[src/rtl/pip_pkg.sv]
// ----------------------------------------------------------------------------
// pip_pkg: shared types and constants for the point-in-polygon test unit
// Stream field layout, vertex and token records passed along the cell chain.
// ----------------------------------------------------------------------------
`default_nettype none

package pip_pkg;

    // field widths
    localparam int VINDEX_W = 4;
    localparam int COORD_W  = 16;
    localparam int VCOUNT_W = 5;
    localparam int DIFF_W   = COORD_W + 1;
    localparam int PROD_W   = 2 * DIFF_W;

    // s_tdata layout, lowest bit first
    localparam int VINDEX_LSB = 0;
    localparam int X_LSB      = VINDEX_LSB + VINDEX_W;
    localparam int Y_LSB      = X_LSB + COORD_W;
    localparam int VCOUNT_LSB = Y_LSB + COORD_W;
    localparam int S_FIELDS_W = VCOUNT_LSB + VCOUNT_W;
    localparam int S_TDATA_W  = ((S_FIELDS_W + 7) / 8) * 8;
    localparam int M_TDATA_W  = 8;

    typedef enum logic {
        MODE_VERTEX = 1'b0,
        MODE_QUERY  = 1'b1
    } pip_mode_t;

    typedef struct packed {
        logic signed [COORD_W-1:0] x;
        logic signed [COORD_W-1:0] y;
    } pip_vertex_t;

    // query travelling down the chain
    typedef struct packed {
        logic                      valid;
        logic signed [COORD_W-1:0] px;
        logic signed [COORD_W-1:0] py;
        logic [VCOUNT_W-1:0]       cnt;
        logic                      parity;
    } pip_token_t;

    // per-cell register: query plus the products of this cell's edge
    typedef struct packed {
        logic                      valid;
        logic signed [COORD_W-1:0] px;
        logic signed [COORD_W-1:0] py;
        logic [VCOUNT_W-1:0]       cnt;
        logic                      parity;
        logic                      active;
        logic                      straddle;
        logic                      left;
        logic                      dy_pos;
        logic signed [PROD_W-1:0]  lhs;
        logic signed [PROD_W-1:0]  rhs;
    } pip_stage_t;

endpackage

`default_nettype wire

[src/rtl/pip_cell.sv]
// ----------------------------------------------------------------------------
// pip_cell: one vertex slot of the crossing-number chain
// Holds vertex IDX, forms the cross products for edge (previous, own) and
// passes the query with the updated parity to the next cell.
// ----------------------------------------------------------------------------
`default_nettype none

module pip_cell import pip_pkg::*; #(
    parameter int IDX = 0
) (
    input  logic                aclk,
    input  logic                aresetn,
    input  logic                adv,
    input  pip_token_t          tok_in,
    input  pip_vertex_t         prev_v,
    input  logic                wr_en,
    input  logic [VINDEX_W-1:0] wr_idx,
    input  pip_vertex_t         wr_v,
    output pip_token_t          tok_out,
    output pip_vertex_t         vert_out
);

    localparam bit Writable    = IDX < (1 << VINDEX_W);
    localparam bit CanBeActive = IDX < (1 << VCOUNT_W);

    pip_vertex_t vert_reg;
    pip_stage_t  stage_reg;
    pip_stage_t  stage_next;

    logic signed [DIFF_W-1:0] d_py_ay;
    logic signed [DIFF_W-1:0] d_bx_ax;
    logic signed [DIFF_W-1:0] d_px_ax;
    logic signed [DIFF_W-1:0] d_by_ay;
    logic                     toggle;
    logic                     cross_left;

    always_ff @(posedge aclk) begin
        if (wr_en && Writable && (wr_idx == VINDEX_W'(IDX))) begin
            vert_reg <= wr_v;
        end
    end

    always_ff @(posedge aclk) begin
        if (!aresetn) begin
            stage_reg.valid <= 1'b0;
        end else if (adv) begin
            stage_reg <= stage_next;
        end
    end

    // edge a = own vertex, b = previous vertex
    always_comb begin
        d_py_ay = $signed({tok_in.py[COORD_W-1], tok_in.py})
                - $signed({vert_reg.y[COORD_W-1], vert_reg.y});
        d_bx_ax = $signed({prev_v.x[COORD_W-1], prev_v.x})
                - $signed({vert_reg.x[COORD_W-1], vert_reg.x});
        d_px_ax = $signed({tok_in.px[COORD_W-1], tok_in.px})
                - $signed({vert_reg.x[COORD_W-1], vert_reg.x});
        d_by_ay = $signed({prev_v.y[COORD_W-1], prev_v.y})
                - $signed({vert_reg.y[COORD_W-1], vert_reg.y});

        stage_next.valid    = tok_in.valid;
        stage_next.px       = tok_in.px;
        stage_next.py       = tok_in.py;
        stage_next.cnt      = tok_in.cnt;
        stage_next.parity   = tok_in.parity;
        stage_next.active   = CanBeActive && (tok_in.cnt > VCOUNT_W'(IDX));
        stage_next.straddle = ((vert_reg.y < tok_in.py) && (prev_v.y >= tok_in.py))
                           || ((prev_v.y < tok_in.py) && (vert_reg.y >= tok_in.py));
        stage_next.left     = (vert_reg.x <= tok_in.px) || (prev_v.x <= tok_in.px);
        stage_next.dy_pos   = prev_v.y > vert_reg.y;
        stage_next.lhs      = d_py_ay * d_bx_ax;
        stage_next.rhs      = d_px_ax * d_by_ay;
    end

    // exact test of crossing x < px, sign of dy folded into the compare
    always_comb begin
        cross_left = stage_reg.dy_pos ? (stage_reg.lhs < stage_reg.rhs)
                                      : (stage_reg.lhs > stage_reg.rhs);
        toggle     = stage_reg.active && stage_reg.straddle && stage_reg.left && cross_left;

        tok_out.valid  = stage_reg.valid;
        tok_out.px     = stage_reg.px;
        tok_out.py     = stage_reg.py;
        tok_out.cnt    = stage_reg.cnt;
        tok_out.parity = stage_reg.parity ^ toggle;
    end

    assign vert_out = vert_reg;

endmodule

`default_nettype wire

[config.mk]
export PLATFORM = sky130hd
export DESIGN_NAME = pip_cell
export DESIGN_NICKNAME = d
export VERILOG_FILES = /design/src/rtl/pip_pkg.sv /design/src/rtl/pip_cell.sv
export SDC_FILE = /design/constraint.sdc
export NUM_CORES = 2
export LEC_CHECK = 0
export BUFFER_PORTS_ARGS = -buffer_cell sky130_fd_sc_hd__buf_4
export CORE_UTILIZATION = 60
export CTS_CLUSTER_SIZE = 28
export DETAILED_ROUTE_END_ITERATION = 8
export PLACE_DENSITY = 0.75
export SYNTH_ARGS = -nofsm -noshare
export SYNTH_HDL_FRONTEND = slang
export SYNTH_SLANG_ARGS = --single-unit
[constraint.sdc]
create_clock -name aclk -period 11.79 [get_ports aclk]
set_input_delay 0.5895 -clock aclk [delete_from_list [all_inputs] [get_ports aclk]]
set_output_delay 0.5895 -clock aclk [all_outputs]
set_load 0.02 [all_outputs]
# [After elaboration in Yosys (flattened, before gate mapping)]
# Index checks and enable logic that the tools add are counted.
[word_totals] register_bits=143 latch_bits=0 ram_bits=0 rom_bits=0 out_inout_bits=71 elab_cells=41 mem_count=0
[op_classes] add_sub_neg=4 mul=2 div_mod_pow=0 order_cmp=10 eq_ne=0 shifts=0 muxes=1 bitwise=1 reduce_logical=10
[ops] operator="multiplier 17 x 17 -> 34 bit" n=2
[ops] operator="subtractor 16 x 16 -> 17 bit" n=4
[ops] operator="greater-than comparator 34 bit" n=1
[ops] operator="< comparator 34 bit" n=1
[ops] operator=">= comparator 16 bit" n=2
[ops] operator="less-or-equal comparator 16 bit" n=2
[ops] operator="< comparator 16 bit" n=2
[ops] operator="greater-than comparator 16 bit" n=1
[ops] operator="logical AND 1 bit" n=6
[ops] operator="greater-than comparator 5 x 1 -> 1 bit, second input constant" n=1
[ops] operator="zero test 4 bit" n=1
[ops] operator="logical OR 1 bit" n=2
[ops] operator="AND reduction 2 bit" n=1
[ops] operator="2-to-1 mux 1 bit" n=1
[ops] operator="XOR 1 bit" n=1

# [Longest topological paths before layout]
[logic_depth] ltp_word=4 depth_mapped=38 depth_no_buf=37

# [Worst setup path before layout]
# No wires, ideal clock.
[synth_timing] kind="input -> register" start="input port tok_in[22] in the netlist's numbering" end="register stage_reg[33] in the netlist's numbering (data pin)" arrival_ps=8346 path_slack_ps=3186 cell_stages=37 n_path_buf=1 path_cell_list="inv_1 ha_1 inv_1 fa_1 a21o_1 a21oi_2 nand2b_1 a21boi_1 o41a_1 a221oi_2 nand2b_1 and2b_2 xnor2_1 buf_6 nand2_1 fa_1 inv_1 fa_1 inv_1 fa_1 inv_1 fa_1 inv_1 fa_1 inv_1 fa_1 ha_1 a2111oi_0 o21ai_0 o21ai_0 o22a_1 a31o_2 nand2_1 nor3_1 o31ai_1 o41a_1 xnor2_1"
[synth_rtl] element="start, declared" line="pip_cell.sv:14" rtl="input pip_token_t tok_in,"
[synth_rtl] element="end signal, assigned" line="pip_cell.sv:47" rtl="stage_reg <= stage_next;"
[synth_rtl] element="end, declared" line="pip_cell.sv:27" rtl="pip_stage_t stage_reg;"

==> impl_metrics.env <==
export IMPL_fillCellCount=4080
export IMPL_setup_viol=0
export IMPL_die_width_um=228
export IMPL_io_pins=182
export IMPL_numCtsBuffers=17
export IMPL_wire_per_inst_um=21.1
export IMPL_port_buffer_count=181
export IMPL_clock_skew_ns=0.00998
export IMPL_fmaxAchievable_ghz=0.108
export IMPL_rsz0062_at_grt="no"
export IMPL_cpPeakStageDelay_ns=0.54
export IMPL_antenna_found_initial=3
export IMPL_grt_busiest_layer="met2"
export IMPL_arrival_ns=9.48
export IMPL_r2r_cells=35
export IMPL_vias_per_cell=5.74
export IMPL_ctsLongestPathBuffers=2
export IMPL_cpLargestDelayFamily="adder cells"
export IMPL_grt_max_degree=80
export IMPL_die_area_um2=52200
export IMPL_synthDistinctLibCells=76
export IMPL_syn_instance_count=3249
export IMPL_drt_wl_total_um=86200
export IMPL_use_met1=0.441
export IMPL_met2_usage=0.556
export IMPL_end_kind="register"
export IMPL_syn_area_um2=30800
export IMPL_gp_congestion=0.996
export IMPL_area_growth_pct=8.66
export IMPL_grtUsageTotal=0.345
export IMPL_cap_violations=0
export IMPL_ctsHoldBuffers=0
export IMPL_grt_pass1_wl_um=137000
export IMPL_grt_pass1_vias=25600
export IMPL_drv_slew=0
export IMPL_register_area_um2=4280
export IMPL_outcome="complete, no violations"
export IMPL_synth_edff_count=142
export IMPL_worst_pin_slew_ns=1.45
export IMPL_fin_crit_sh=0.785
export IMPL_grtUsageMet3=0.0767
export IMPL_grt_overflow_total=0
export IMPL_cts_resized=0
export IMPL_drt_iter0_drc=1674
export IMPL_synthArstFlopShare=0
export IMPL_hpwl_um=72600
export IMPL_timing_setup_critical_path_class="reg -> reg"
export IMPL_avgSynthCellArea_um2=9.47
export IMPL_clock_latency_ns=0.48
export IMPL_start_util=0.611
export IMPL_syn_nets=4258
export IMPL_cp_required_ns=12.02
export IMPL_hp_class="in -> reg"
export IMPL_cp_depth=35
export IMPL_yosys_top_cells_area="fa_1 (39%), edfxtp_1 (14%), ha_1 (12%)"
export IMPL_post_route_drc_count=0
export IMPL_cts_tree="done"
export IMPL_multiInputGateArea_um2=23100
export IMPL_min_delay_path_depth=1
export IMPL_yosysSeqAreaShare=0.139
export IMPL_postRouteAntennaNets=0
export IMPL_cts_sinks=143
export IMPL_synth_top_area_share=0.388
export IMPL_h_tree_depth=4
export IMPL_synth_top_area_cell="fa_1"
export IMPL_finalWorstPathRequiredPeriod_ns=9.25
export IMPL_drive_gt1_frac=0.0922
export IMPL_cpMostUsedCell="fa_1"
export IMPL_worst_path_max_fanout=13
export IMPL_finalHoldViolCount=0
export IMPL_firstDrtPassIters=5
export IMPL_core_area_um2=50400
export IMPL_finalNetCount=4401
export IMPL_cp_buffers_inverters=7
export IMPL_largest_register_ffs=73
export IMPL_via_count=23400
export IMPL_setup_tns_ns=0
export IMPL_synthFlopType="edfxtp_1"
export IMPL_clk_pin_slew_worst_paths_ns=0.07
export IMPL_yosys_warnings=0
export IMPL_ys_seq_elements=143
export IMPL_cts_setup_buffers=0
export IMPL_startpoint_type="register"
export IMPL_maxSlewHeadroom=0.0289
export IMPL_rows=82
export IMPL_clockRootBuffer="clkbuf_16"
export IMPL_fp_dieH_um=228
export IMPL_cpMaxStageDelayCell="fa_1"
-- per-layer routing --
metal | wire, um | up-vias
met3 | 8130 | 242
li1 | - | 10200
met4 | 4330 | 0
met2 | 40200 | 1146
met1 | 33500 | 11800
met5 | 0 | -
-- metrics by stage --
step	hold slack [ns]	instance area, um2	std cells	setup WS (ns)	utilization
detailed placement	0.525	32800	4045	2.30	0.652
floorplan	0.484	30800	3249	3.19	-
global route	0.268	33400	4078	1.90	0.663
global placement	0.513	32800	4045	2.47	0.652
finish	0.284	33400	4079	2.54	0.663
CTS	0.255	33400	4077	2.60	0.663
-- synth_stat cells (8+ instances only) --
| master | number |
|---|---|
| a211oi_1 | 9 |
| nor3_1 | 18 |
| a21o_1 | 46 |
| o21a_1 | 22 |
| xor2_1 | 45 |
| clkbuf_1 | 56 |
| buf_2 | 9 |
| nor2b_1 | 43 |
| nand4_1 | 26 |
| nand2b_1 | 32 |
| a21oi_1 | 87 |
| o21bai_1 | 12 |
| o21ai_1 | 9 |
| xnor2_1 | 100 |
| o21ai_0 | 63 |
| o31ai_1 | 8 |
| or2_2 | 17 |
| nand3_1 | 20 |
| edfxtp_1 | 142 |
| and2_1 | 28 |
| ha_1 | 302 |
| inv_1 | 762 |
| nor4_1 | 14 |
| fa_1 | 596 |
| nor2_1 | 295 |
| a21boi_0 | 8 |
| buf_4 | 41 |
| nand2_1 | 336 |
-- layout make-up --
type | instances | share of cell area
sequential | 143 | 0.128
timing repair buffer | 233 | 0.0523
clock inverter | 14 | 0.00472
multi-input combinational | 2235 | 0.691
clock buffer | 18 | 0.0128
inverter | 762 | 0.0856
antenna | 2 | 0.000150
tap | 672 | 0.0252
-- logic make-up after synthesis --
kind of cell	count (synthesis)	share of synthesized area
DFF	143	0.139
muxes	7	0.00228
adders and majority gates	898	0.511
buffers and inverters	871	0.112
and+or+nand+nor	853	0.122
xor gates and xnor gates	149	0.0434
AOI/OAI and AO/OA	328	0.0707
-- cell usage in the layout (no fill, tap or decap), types with 43 or more instances in the layout --
master / n
nand2_1: 336
nor2b_1: 43
a21oi_1: 87
o21ai_0: 63
ha_1: 302
xnor2_1: 94
buf_4: 233
edfxtp_1: 142
inv_1: 762
a21o_1: 46
fa_1: 596
nor2_1: 295
xor2_1: 43
-- final timing paths --
check	slack (ns)	endpoint	start
min reg2reg	0.56	tok_out[38]	tok_out[38]
max reg2reg	2.54	stage_reg[33]	vert_out[17]
max	2.54	stage_reg[33]	vert_out[17]
min	0.28	vert_out[27]	wr_v[27]
Power is left out: the tool's default activity adds up to more than one toggle a clock period on the data nets, which glitch-free logic cannot reach.
